==> config.mk <==
export PLATFORM = sky130hd
export DESIGN_NAME = calendar_date_add_days_unit
export DESIGN_NICKNAME = d
export VERILOG_FILES = /design/src/sv/cdad_pkg.sv /design/src/sv/cdad_ctrl.sv /design/src/sv/cdad_dp.sv /design/src/sv/calendar_date_add_days_unit.sv
export SDC_FILE = /design/constraint.sdc
export NUM_CORES = 1
export LEC_CHECK = 0
export BUFFER_PORTS_ARGS = -buffer_cell sky130_fd_sc_hd__buf_4
export CAP_MARGIN = 20
export CELL_PAD_IN_SITES_DETAIL_PLACEMENT = 1
export CELL_PAD_IN_SITES_GLOBAL_PLACEMENT = 2
export CORE_UTILIZATION = 35
export CTS_BUF_LIST = sky130_fd_sc_hd__clkbuf_16
export CTS_CLUSTER_DIAMETER = 150
export DETAILED_ROUTE_END_ITERATION = 16
export GPL_ROUTABILITY_DRIVEN = 0
export PLACE_DENSITY = 0.79
export SETUP_SLACK_MARGIN = 0.4
export SLEW_MARGIN = 20
export SYNTH_ARGS = -nofsm -noshare
export SYNTH_HDL_FRONTEND = slang
export SYNTH_SLANG_ARGS = --single-unit
export TNS_END_PERCENT = 10
==> constraint.sdc <==
create_clock -name aclk -period 5.5 [get_ports aclk]
set_clock_uncertainty 0.2 [all_clocks]
set_input_delay 1.1 -clock aclk [delete_from_list [all_inputs] [get_ports aclk]]
set_output_delay 1.1 -clock aclk [all_outputs]
set_load 0.02 [all_outputs]
==> src/sv/cdad_pkg.sv <==
// ----------------------------------------------------------------------------
// cdad_pkg: shared types, constants and calendar helpers
// Holds the datapath command and status types, field widths and the
// Gregorian month and year length functions used by the date adder.
// ----------------------------------------------------------------------------
package cdad_pkg;

    // Day count width that takes part in the addition.
    localparam int ADD_WIDTH = 16;
    // Width of the days_to_add field on the stream.
    localparam int DAYS_FIELD_W = 16;
    // Bits of the day count actually kept.
    localparam int X_W = (ADD_WIDTH < DAYS_FIELD_W) ? ADD_WIDTH : DAYS_FIELD_W;
    // Running day total must hold a day of year plus the count.
    localparam int ACC_W = ((X_W > 9) ? X_W : 9) + 1;

    localparam int DAY_W   = 5;
    localparam int MONTH_W = 4;
    localparam int YEAR_W  = 14;

    localparam logic [YEAR_W-1:0]  MAX_YEAR  = 14'd9999;
    localparam logic [MONTH_W-1:0] LAST_MONTH = 4'd12;
    localparam logic [DAY_W-1:0]   LAST_DAY  = 5'd31;

    // Reciprocal of 100 scaled by 2^19; exact for every year up to 9999.
    localparam logic [12:0] RECIP_100 = 13'd5243;
    localparam int          RECIP_SHIFT = 19;

    // Datapath operations issued by the controller.
    typedef enum logic [3:0] {
        OP_NONE,
        OP_LOAD,
        OP_DIV,
        OP_REM,
        OP_CLAMP,
        OP_DOY,
        OP_ADDX,
        OP_YEAR,
        OP_MONTH,
        OP_OUT
    } dp_op_t;

    typedef struct packed {
        dp_op_t op;
    } dp_cmd_t;

    typedef struct packed {
        logic doy_more;
        logic year_more;
        logic month_more;
    } dp_stat_t;

    typedef enum logic [3:0] {
        S_IDLE,
        S_DIV,
        S_REM,
        S_CLAMP,
        S_DOY,
        S_ADDX,
        S_YEAR,
        S_MONTH,
        S_DONE
    } cdad_state_t;

    // Leap test from the year's low bits, whether it is a whole century,
    // and the century's low bits.
    function automatic logic leap_f(input logic [1:0] y_lo, input logic r_zero,
                                    input logic [1:0] c_lo);
        return r_zero ? (c_lo == 2'd0) : (y_lo == 2'd0);
    endfunction

    function automatic logic [8:0] year_len_f(input logic leap);
        return leap ? 9'd366 : 9'd365;
    endfunction

    function automatic logic [DAY_W-1:0] month_len_f(input logic [MONTH_W-1:0] m,
                                                     input logic leap);
        logic [DAY_W-1:0] len;
        unique case (m)
            4'd2:                      len = leap ? 5'd29 : 5'd28;
            4'd4, 4'd6, 4'd9, 4'd11:   len = 5'd30;
            default:                   len = 5'd31;
        endcase
        return len;
    endfunction

endpackage

==> src/sv/cdad_ctrl.sv <==
// ----------------------------------------------------------------------------
// cdad_ctrl: sequencing controller for the date adder
// Steps the datapath through load, century split, day of year, year
// roll-over and month search, and owns the request handshakes.
// ----------------------------------------------------------------------------
module cdad_ctrl (
    input  logic               aclk,
    input  logic               aresetn,
    input  logic               s_tvalid,
    output logic               s_tready,
    output logic               m_tvalid,
    input  logic               m_tready,
    input  cdad_pkg::dp_stat_t stat,
    output cdad_pkg::dp_cmd_t  cmd
);
    import cdad_pkg::*;

    cdad_state_t state_reg, state_next;
    logic        out_valid_reg, out_valid_next;
    logic        out_free;

    // The output register can take a new result when empty or being drained.
    assign out_free = !out_valid_reg || m_tready;
    assign m_tvalid = out_valid_reg;
    assign s_tready = (state_reg == S_IDLE);

    // State and output-valid registers.
    always_ff @(posedge aclk) begin
        if (!aresetn) begin
            state_reg     <= S_IDLE;
            out_valid_reg <= 1'b0;
        end else begin
            state_reg     <= state_next;
            out_valid_reg <= out_valid_next;
        end
    end

    // Next state and datapath commands.
    always_comb begin
        state_next     = state_reg;
        cmd.op         = OP_NONE;
        out_valid_next = out_valid_reg && !m_tready;
        unique case (state_reg)
            S_IDLE: begin
                if (s_tvalid) begin
                    cmd.op     = OP_LOAD;
                    state_next = S_DIV;
                end
            end
            S_DIV: begin
                cmd.op     = OP_DIV;
                state_next = S_REM;
            end
            S_REM: begin
                cmd.op     = OP_REM;
                state_next = S_CLAMP;
            end
            S_CLAMP: begin
                cmd.op     = OP_CLAMP;
                state_next = S_DOY;
            end
            S_DOY: begin
                if (stat.doy_more) begin
                    cmd.op = OP_DOY;
                end else begin
                    state_next = S_ADDX;
                end
            end
            S_ADDX: begin
                cmd.op     = OP_ADDX;
                state_next = S_YEAR;
            end
            S_YEAR: begin
                // The same operation also rewinds the month counter on exit.
                cmd.op = OP_YEAR;
                if (!stat.year_more) begin
                    state_next = S_MONTH;
                end
            end
            S_MONTH: begin
                if (stat.month_more) begin
                    cmd.op = OP_MONTH;
                end else begin
                    state_next = S_DONE;
                end
            end
            S_DONE: begin
                if (out_free) begin
                    cmd.op         = OP_OUT;
                    out_valid_next = 1'b1;
                    state_next     = S_IDLE;
                end
            end
            default: begin
                state_next = S_IDLE;
            end
        endcase
    end

endmodule

==> src/sv/cdad_dp.sv <==
// ----------------------------------------------------------------------------
// cdad_dp: datapath of the date adder
// Holds the working date, the running day total, the century split of the
// year used for the leap rule, and the output register.
// ----------------------------------------------------------------------------
module cdad_dp (
    input  logic                        aclk,
    input  logic                        aresetn,
    input  cdad_pkg::dp_cmd_t           cmd,
    output cdad_pkg::dp_stat_t          stat,
    input  logic [cdad_pkg::DAY_W-1:0]   start_day,
    input  logic [cdad_pkg::MONTH_W-1:0] start_month,
    input  logic [cdad_pkg::YEAR_W-1:0]  start_year,
    input  logic [cdad_pkg::DAYS_FIELD_W-1:0] days_to_add,
    output logic [cdad_pkg::DAY_W-1:0]   end_day,
    output logic [cdad_pkg::MONTH_W-1:0] end_month,
    output logic [cdad_pkg::YEAR_W-1:0]  end_year,
    output logic                        year_overflow
);
    import cdad_pkg::*;

    logic [DAY_W-1:0]   day_reg;
    logic [MONTH_W-1:0] month_reg;
    logic [MONTH_W-1:0] mcnt_reg;
    logic [YEAR_W-1:0]  year_reg;
    logic [6:0]         cent_reg;
    logic [6:0]         r100_reg;
    logic [X_W-1:0]     x_reg;
    logic [ACC_W-1:0]   acc_reg;

    logic [DAY_W-1:0]   end_day_reg;
    logic [MONTH_W-1:0] end_month_reg;
    logic [YEAR_W-1:0]  end_year_reg;
    logic               ovf_reg;

    logic [YEAR_W-1:0]  year_clamp;
    logic [MONTH_W-1:0] month_clamp;
    logic [DAY_W-1:0]   day_clamp;
    logic [25:0]        recip_prod;
    logic [YEAR_W-1:0]  cent_x100;
    logic               leap;
    logic [8:0]         ylen;
    logic [DAY_W-1:0]   mlen_cur;
    logic [DAY_W-1:0]   mlen_start;
    logic               past_max;

    // Clamp the incoming year and month into their valid ranges, and raise a zero day to one.
    always_comb begin
        year_clamp = start_year;
        if (start_year == '0) begin
            year_clamp = 14'd1;
        end else if (start_year > MAX_YEAR) begin
            year_clamp = MAX_YEAR;
        end
        month_clamp = start_month;
        if (start_month == '0) begin
            month_clamp = 4'd1;
        end else if (start_month > LAST_MONTH) begin
            month_clamp = LAST_MONTH;
        end
        day_clamp = (start_day == '0) ? 5'd1 : start_day;
    end

    // Century split: quotient by reciprocal, then remainder.
    assign recip_prod = 26'(year_reg) * 26'(RECIP_100);
    assign cent_x100  = YEAR_W'(cent_reg) * YEAR_W'(7'd100);

    // Calendar lengths for the current working year.
    assign leap       = leap_f(year_reg[1:0], (r100_reg == 7'd0), cent_reg[1:0]);
    assign ylen       = year_len_f(leap);
    assign mlen_cur   = month_len_f(mcnt_reg, leap);
    assign mlen_start = month_len_f(month_reg, leap);
    assign past_max   = (year_reg > MAX_YEAR);

    // Status for the controller.
    assign stat.doy_more   = (mcnt_reg < month_reg);
    assign stat.year_more  = (acc_reg > ACC_W'(ylen)) && !past_max;
    assign stat.month_more = (mcnt_reg < LAST_MONTH) && (acc_reg > ACC_W'(mlen_cur));

    // Working registers, driven by the controller's command.
    always_ff @(posedge aclk) begin
        case (cmd.op)
            OP_LOAD: begin
                day_reg   <= day_clamp;
                month_reg <= month_clamp;
                year_reg  <= year_clamp;
                x_reg     <= days_to_add[X_W-1:0];
            end
            OP_DIV: begin
                cent_reg <= recip_prod[RECIP_SHIFT+6:RECIP_SHIFT];
            end
            OP_REM: begin
                r100_reg <= 7'(year_reg - cent_x100);
            end
            OP_CLAMP: begin
                acc_reg  <= ACC_W'((day_reg > mlen_start) ? mlen_start : day_reg);
                mcnt_reg <= 4'd1;
            end
            OP_DOY: begin
                acc_reg  <= acc_reg + ACC_W'(mlen_cur);
                mcnt_reg <= mcnt_reg + 4'd1;
            end
            OP_ADDX: begin
                acc_reg <= acc_reg + ACC_W'(x_reg);
            end
            OP_YEAR: begin
                if (stat.year_more) begin
                    acc_reg  <= acc_reg - ACC_W'(ylen);
                    year_reg <= year_reg + 14'd1;
                    if (r100_reg == 7'd99) begin
                        r100_reg <= 7'd0;
                        cent_reg <= cent_reg + 7'd1;
                    end else begin
                        r100_reg <= r100_reg + 7'd1;
                    end
                end else begin
                    mcnt_reg <= 4'd1;
                end
            end
            OP_MONTH: begin
                acc_reg  <= acc_reg - ACC_W'(mlen_cur);
                mcnt_reg <= mcnt_reg + 4'd1;
            end
            OP_OUT: begin
                if (past_max) begin
                    end_day_reg   <= LAST_DAY;
                    end_month_reg <= LAST_MONTH;
                    end_year_reg  <= MAX_YEAR;
                    ovf_reg       <= 1'b1;
                end else begin
                    end_day_reg   <= acc_reg[DAY_W-1:0];
                    end_month_reg <= mcnt_reg;
                    end_year_reg  <= year_reg;
                    ovf_reg       <= 1'b0;
                end
            end
            default: begin
            end
        endcase
    end

    assign end_day       = end_day_reg;
    assign end_month     = end_month_reg;
    assign end_year      = end_year_reg;
    assign year_overflow = ovf_reg;

`ifndef SYNTH
    // The century split must reproduce the year exactly.
    a_cent_split: assert property (@(posedge aclk) disable iff (!aresetn)
        cmd.op == OP_REM |=> (r100_reg <= 7'd99) &&
            (year_reg == cent_x100 + YEAR_W'(r100_reg)))
        else $error("century split does not match the year");

    // A year step advances the year by exactly one.
    a_year_step: assert property (@(posedge aclk) disable iff (!aresetn)
        (cmd.op == OP_YEAR && stat.year_more) |=> year_reg == $past(year_reg) + 14'd1)
        else $error("year step did not advance the year by one");

    // A delivered result has a nonzero day, a month from 1 to 12 and a year up to 9999.
    a_out_range: assert property (@(posedge aclk) disable iff (!aresetn)
        cmd.op == OP_OUT |=> (end_day_reg >= 5'd1) && (end_month_reg >= 4'd1) &&
            (end_month_reg <= LAST_MONTH) && (end_year_reg <= MAX_YEAR))
        else $error("result date out of range");
`endif

endmodule

==> src/sv/calendar_date_add_days_unit.sv <==
// ----------------------------------------------------------------------------
// calendar_date_add_days_unit: Gregorian date plus day count
// Top level joining the sequencing controller and the date datapath.
// ----------------------------------------------------------------------------
// Usage:
//   The slave channel takes one request: start date and a day count. The
//   master channel returns the date that many days later with an overflow
//   flag; past year 9999 the result reads 31 December 9999 with the flag set.
//   Out-of-range start fields are clamped to the nearest valid date.
//   One request is worked at a time. The time from acceptance to m_tvalid
//   grows with the months before the start month, the whole years rolled
//   over and the months skipped in the result year; the year roll-over
//   loop subtracts one year length per cycle. s_tready rises together with
//   m_tvalid, so a new request is taken only once the previous result has
//   been loaded into the output register.
//   The result sits in an output register, so s_tready returns as soon as
//   the result is loaded, even while m_tready is low. If a finished result
//   cannot be loaded because the previous one is still stalled, the unit
//   waits with s_tready low until the master side drains.
//   Reset (aresetn low, synchronous) empties the output register and
//   returns the unit to idle.
// ----------------------------------------------------------------------------
module calendar_date_add_days_unit (
    input  logic        aclk,
    input  logic        aresetn,
    input  logic        s_tvalid,
    output logic        s_tready,
    // s_tdata: start_day[4:0], start_month[8:5], start_year[22:9],
    //          days_to_add[38:23], zero pad[39]
    input  logic [39:0] s_tdata,
    output logic        m_tvalid,
    input  logic        m_tready,
    // m_tdata: end_day[4:0], end_month[8:5], end_year[22:9],
    //          year_overflow[23]
    output logic [23:0] m_tdata
);
    import cdad_pkg::*;

    dp_cmd_t            cmd;
    dp_stat_t           stat;
    logic [DAY_W-1:0]   end_day;
    logic [MONTH_W-1:0] end_month;
    logic [YEAR_W-1:0]  end_year;
    logic               year_overflow;

    // Controller: sequencing and handshakes.
    cdad_ctrl u_ctrl (
        .aclk     (aclk),
        .aresetn  (aresetn),
        .s_tvalid (s_tvalid),
        .s_tready (s_tready),
        .m_tvalid (m_tvalid),
        .m_tready (m_tready),
        .stat     (stat),
        .cmd      (cmd)
    );

    // Datapath: date arithmetic and output register.
    cdad_dp u_dp (
        .aclk          (aclk),
        .aresetn       (aresetn),
        .cmd           (cmd),
        .stat          (stat),
        .start_day     (s_tdata[4:0]),
        .start_month   (s_tdata[8:5]),
        .start_year    (s_tdata[22:9]),
        .days_to_add   (s_tdata[38:23]),
        .end_day       (end_day),
        .end_month     (end_month),
        .end_year      (end_year),
        .year_overflow (year_overflow)
    );

    // Pack the result fields, lowest field first.
    assign m_tdata = {year_overflow, end_year, end_month, end_day};

endmodule

Word-level counts from Yosys, hierarchy flattened
Index checks and enable logic that the tools add are counted.
{"block": "classes", "add_sub_neg": 9, "mul": 2, "n_lt_le_gt_ge": 8, "n_eq_ne": 36, "n_mux": 35, "reduce_logical": 29}
{"operator": "one-hot mux 17 bit (5 select lines)", "n": 1}
{"operator": "one-hot mux 4 bit (9 select lines)", "n": 2}
{"operator": "== test 4 x 3 -> 1 bit, second input constant", "n": 12}
{"operator": "2-to-1 mux 14 bit", "n": 3}
{"operator": "2-to-1 mux 4 bit", "n": 9}
{"operator": "== test 4 bit, second input constant", "n": 7}
{"operator": "> comparator 14 bit, second input constant", "n": 2}
{"operator": "2-to-1 mux 7 bit", "n": 4}
{"operator": "one-hot mux 14 bit (2 select lines)", "n": 1}
{"operator": "one-hot mux 7 bit (2 select lines)", "n": 2}
{"operator": "multiplier 14 x 13 -> 26 bit, second input constant", "n": 1}
{"operator": "== test 4 x 2 -> 1 bit, second input constant", "n": 6}
{"operator": "one-hot mux 5 bit (2 select lines)", "n": 2}
{"operator": "adder 17 x 16 -> 17 bit", "n": 1}
{"operator": "adder 17 x 5 -> 17 bit", "n": 1}
{"operator": "> comparator 17 x 5 -> 1 bit", "n": 1}
{"operator": "> comparator 17 x 9 -> 1 bit", "n": 1}
{"operator": "2-to-1 mux 17 bit", "n": 1}
{"operator": "subtractor 17 x 5 -> 17 bit", "n": 1}
{"operator": "subtractor 17 x 9 -> 17 bit", "n": 1}
{"operator": "adder 14 x 1 -> 14 bit, second input constant", "n": 1}
{"operator": "adder 7 x 1 -> 7 bit, second input constant", "n": 2}
{"operator": "logical NOT 14 bit", "n": 1}
{"operator": "!= test 2 bit, second input constant", "n": 6}
{"operator": "other kinds (30)", "n": 50}
{"block": "totals", "reg_bits": 103, "in_bits": 44, "output_inout_bits": 26}

Longest topological paths before layout
{"block": "logic_depth", "ltp_word": 12, "mapped_depth": 18, "ltp_nobuf": 18}

By module
From an unflattened synthesis, not the netlist that was laid out.
{"block": "hier_totals", "hier_cells": 1018, "area_unflattened_um2": 9988.3}
{"mod": "cdad_dp", "instances": 1, "cells_each": 970, "area_each_um2": 9618.0, "seq_area_each_um2": 2882.8}
{"mod": "cdad_ctrl", "instances": 1, "cells_each": 47, "area_each_um2": 362.8, "seq_area_each_um2": 100.1}
{"mod": "calendar_date_add_days_unit", "instances": 1, "cells_each": 1, "area_each_um2": 7.5, "seq_area_each_um2": 0.0}

Least setup slack after synthesis
Ideal clock, no wire load.
{"block": "synth_timing", "path_kind": "reg2reg", "start": "register u_dp.year_reg[8]", "end": "register u_dp.cent_reg[3], data pin", "arrival_ps": 4242, "required_ps": 5032, "setup_slack_ps": 789, "path_stages_with_launch": 17, "path_cell_list": "edfxtp_1 -> ha_1 -> inv_1 -> fa_1 -> inv_1 -> fa_1 -> inv_1 -> fa_1 -> fa_1 -> inv_1 -> ha_1 -> nand4_1 -> nor2_1 -> a211oi_1 -> o41ai_1 -> xnor2_1 -> a21oi_1"}
{"block": "synth_via", "elab_chain_len": 2}
{"item": "from (decl)", "line_no": "cdad_dp.sv:25", "rtl": "logic [YEAR_W-1:0] year_reg;"}
{"item": "from (signal assigned)", "line_no": "cdad_dp.sv:86", "rtl": "year_reg <= year_clamp;"}
{"item": "from (signal assigned)", "line_no": "cdad_dp.sv:109", "rtl": "year_reg <= year_reg + 14'd1;"}
{"item": "multiplier 14 x 13 -> 26 bit", "line_no": "cdad_dp.sv:65", "rtl": "assign recip_prod = 26'(year_reg) * 26'(RECIP_100);"}
{"item": "one-hot mux 7 bit (2 select lines)", "line_no": "cdad_dp.sv:82", "rtl": "case (cmd.op)"}
{"item": "to (signal assigned)", "line_no": "cdad_dp.sv:90", "rtl": "cent_reg <= recip_prod[RECIP_SHIFT+6:RECIP_SHIFT];"}
{"item": "to (signal assigned)", "line_no": "cdad_dp.sv:112", "rtl": "cent_reg <= cent_reg + 7'd1;"}
{"item": "to (decl)", "line_no": "cdad_dp.sv:26", "rtl": "logic [6:0] cent_reg;"}
No other way between the ends.
A chain may end at the register's enable or synchronous reset.

Final worst setup path
{"block": "layout_timing", "start": "register u_dp.year_reg[5]", "end": "register u_dp.cent_reg[2], data pin"}
The elaborated chain is that of the path after synthesis.

==> impl_results.md <==
* Grt ovf at 0
* Hold_sp: u_dp.day_reg[4]$_SDFFCE_PN0P_
* Detailed Route WL at approximately 27000 um
* Leakage at 5.18 nW
* Crit-path max FO at 4
* Slowest-stage cell, CP: fa_1
* IO Count at 70
* Inserted Clock Buffers at 9
* DIE AREA at 0.0295 mm^2
* Multi-input logic area at roughly 0.0065 mm^2
* Crit path max-delay family: adder cells
* Worst path bufs/invs at 5
* CP Class: reg -> reg
* Synthesis-to-layout area growth at 16.4%
* Worst skew pair latency at 370 ps
* Commonest non-fill, non-tap cell in the layout: inv_1
* Primary FF master, synth: edfxtp_1
* Max IR drop VDD at roughly 0.36 mV
* Drc violations at 0
* RR Startpoint: u_dp.year_reg[5]$_DFFE_PP_
* Slew @ Worst Pin at 1020 ps
* Peak Freq at between 200 and 250 MHz
* Drt first-iter violations at between 300 and 400
* Cts hold-fix bufs at 0
* Final Cycle Share at between 90% and 100%
* Std-Cell Core Area at 0.0281 mm^2
* Sink Count at 101
* Most frequent cells in the layout: inv_1, ha_1, buf_4
* Max Root-Sink Buffers at 2
* Initial antenna violation count at 0
* Wirelength per Cell at 18.1 um
* Worst setup path startpoint: u_dp.year_reg[5]$_DFFE_PP_
* Worst Hold Path Cells at 1
* Ant diodes at 0
* Power per cell area at around 510 mW/mm^2
* Sequential Area at 0.00298 mm^2
* Post-placement cell area at 0.0112 mm^2
* Flop-to-flop setup slack at 510 ps
* Final HPWL DP at 21900 um
* Filler instances at 3240
* TritonRoute pass-1 iters at 6
* Slew Viols, Final at 0
* Worst hold path type: reg -> reg
* Clock power share at 11.5%
* Nets at 1375
* Slowest cell delay on critical path at between 500 and 600 ps
* RSZ-0062 raised after global routing: yes
* Vias/cell at roughly 5.2
* Design area at 0.0118 mm^2
* Normalized max-slew margin at 31.9%
* Asr flop ratio synth at 0%
* Post-synth EDFFs at 96
* Reg2Reg Depth at 15
* R2R Path End: u_dp.cent_reg[2]$_DFFE_PP_
* Worst setup EP type: flip-flop
* Die height at approximately 170 um
* Final Hold Fails at 0
* Tmin final at 4990 ps
* Worst-path clk slew at 70 ps
* Syn Nets at approximately 1.3k
* Seq cells post-synth at 101
* Port Buf Inserts at between 60 and 70
* Vias at approximately 7.8k
* Combinational share of power at 70.7%
* WHS Endpoint: u_dp.acc_reg[4]$_DFFE_PP_
* Die width at 172 um
* Row cnt at 61
* First-pass GRT wire length at between 40000 and 50000 um
* Outcome: complete, no violations
* MaxCap Viol Count at 0
* H-tree depth at 3
* Mapped Area at roughly 0.010 mm^2
* # setup viols final at 0
* Total GRT Usage at 19.1%
* Sequential area share after synthesis at between 20% and 30%
* Post-DRT Antenna Nets at 0
* Switching Fraction at 46.2%
* Setup TNS at 0 ps
* Clock root buffer: clkbuf_16
* CTS tree: yes
* Starting density of the core at 36.0%
* Critical Path Start Type: flip-flop
* Number of global-route vias before repair at 8008
* Data required, critical path at 5420 ps
* CP Data Arrival Time at roughly 4900 ps
* Cell mode on critical path: fa_1
* Sequential share of power at 17.8%
* Synthesized area per cell at 9.89 um^2
* Int Power at about 0.0032 W
* Syn Inst Count at 1021
* Pin count of the biggest net entering global routing at 38
* Share of post-route cells with drive strength above 1 at around 17%
* Yosys warns at 0
* Netlist cell types at between 70 and 80
* Max FFs per register at 17
* Psw at 0.00276 W
* CP cell instances: buf_4, buf_4, fa_1, ha_1, fa_1, inv_1, fa_1, fa_1, inv_1, ha_1, nand4_1, buf_4, or4_4, o221ai_1, nor2_1
[stage by stage]
| stage | utilization (%) | hold WS (ps) | instances | power (W) | setup slack [ps] |
|---|---|---|---|---|---|
| global route | 41.9 | 416 | 1507 | 0.00664 | 329 |
| finish | 41.9 | 390 | 1507 | 0.00599 | 505 |
| floorplan | - | 343 | 1021 | 0.00379 | 789 |
| CTS | 41.0 | 397 | 1486 | 0.00566 | 382 |
| detailed placement | 39.8 | 383 | 1467 | 0.00492 | 236 |
| global placement | 39.8 | 375 | 1467 | 0.00482 | 314 |
[cell type report]
type,instances,area share [%]
clock buffer,9,1.92
clock inverter,7,0.713
inverter,148,4.72
multi-input combinational,739,55.2
sequential,101,25.4
tap,378,4.02
timing repair buffer,125,8.01
[power by group through the flow]
stage | Clock [W] | Sequential, W | Combinational [W]
final | 0.000691 | 0.00106 | 0.00423
after global routing | 0.000725 | 0.00107 | 0.00484
after detailed placement | 0 | 0.00109 | 0.00384
after global placement | 0 | 0.00108 | 0.00374
after floorplan | 0 | 0.00106 | 0.00273
after CTS | 0.000705 | 0.00107 | 0.00389
[routing by layer]
layer	wire length [um]	vias to the layer above	track usage (%)
li1	-	3775	-
met1	12300	3871	24.1
met2	13900	99	33.8
met3	711	28	3.39
met4	463	0	4.27
met5	0	-	0
[cells by family after synthesis]
group	after synthesis	synth area share, %
compound gates	211	13.8
xor+xnor	60	5.20
fa+ha+maj	207	30.6
buf+inv	181	7.14
flops	101	29.5
mux	9	0.942
simple gates	252	12.8
[worst max-delay path by stage]
stage	depth (start not counted)	to	slack (ps)
final	15	u_dp.cent_reg[2]$_DFFE_PP_	510
after global routing	14	u_dp.cent_reg[0]$_DFFE_PP_	330
after CTS	18	u_dp.cent_reg[2]$_DFFE_PP_	380
after detailed placement	16	u_dp.cent_reg[2]$_DFFE_PP_	240
after global placement	16	u_dp.cent_reg[2]$_DFFE_PP_	310
after floorplan	16	u_dp.cent_reg[3]$_DFFE_PP_	790
[worst reg2reg max path, delay by kind of cell (launching register included)]
family	cells	cell delay [ps]
adder cells (fa/ha/maj)	6	2590
AND/OR/NAND/NOR	3	760
buffers and inverters	5	610
flip-flops	1	430
AO/OA/AOI/OAI	1	160
[cell usage after synthesis, types with 4 or more instances]
| cell type | n | area share, % |
|---|---|---|
| buf_2 | 12 | 0.59 |
| a22oi_1 | 8 | 0.59 |
| o211ai_1 | 4 | 0.30 |
| mux2i_1 | 5 | 0.50 |
| o21a_1 | 6 | 0.45 |
| a21oi_1 | 63 | 3.1 |
| a31oi_1 | 6 | 0.37 |
| inv_1 | 148 | 5.5 |
| and3_1 | 23 | 1.4 |
| mux2_2 | 4 | 0.45 |
| xor2_1 | 19 | 1.6 |
| a211oi_1 | 7 | 0.52 |
| dfxtp_1 | 5 | 0.99 |
| a21o_1 | 9 | 0.67 |
| or3_1 | 5 | 0.31 |
| edfxtp_1 | 96 | 29 |
| and2_1 | 6 | 0.37 |
| nor2b_1 | 11 | 0.68 |
| o41ai_1 | 4 | 0.35 |
| nand2_1 | 56 | 2.1 |
| nand4_1 | 10 | 0.62 |
| o22ai_1 | 10 | 0.62 |
| o31ai_1 | 4 | 0.30 |
| nor3_1 | 12 | 0.59 |
| nand2b_1 | 7 | 0.43 |
| nor2_1 | 59 | 2.2 |
| ha_1 | 141 | 17 |
| or2_2 | 18 | 1.1 |
| o221ai_1 | 6 | 0.52 |
| nor4_1 | 4 | 0.25 |
| clkbuf_1 | 16 | 0.59 |
| o21ai_0 | 46 | 2.3 |
| fa_1 | 66 | 13 |
| a211o_1 | 6 | 0.52 |
| nand3_1 | 27 | 1.3 |
| xnor2_1 | 41 | 3.6 |
[what timing repair did]
| action | CTS | global route |
|---|---|---|
| resized for setup | 2 | 16 |
| endpoints found under the hold margin | 0 | 0 |
| buffers inserted | 3 | 21 |
| pin swaps | 0 | 5 |
| setup endpoints to repair | 4 | 5 |
Note: power is estimated with default switching activity, not from simulation.
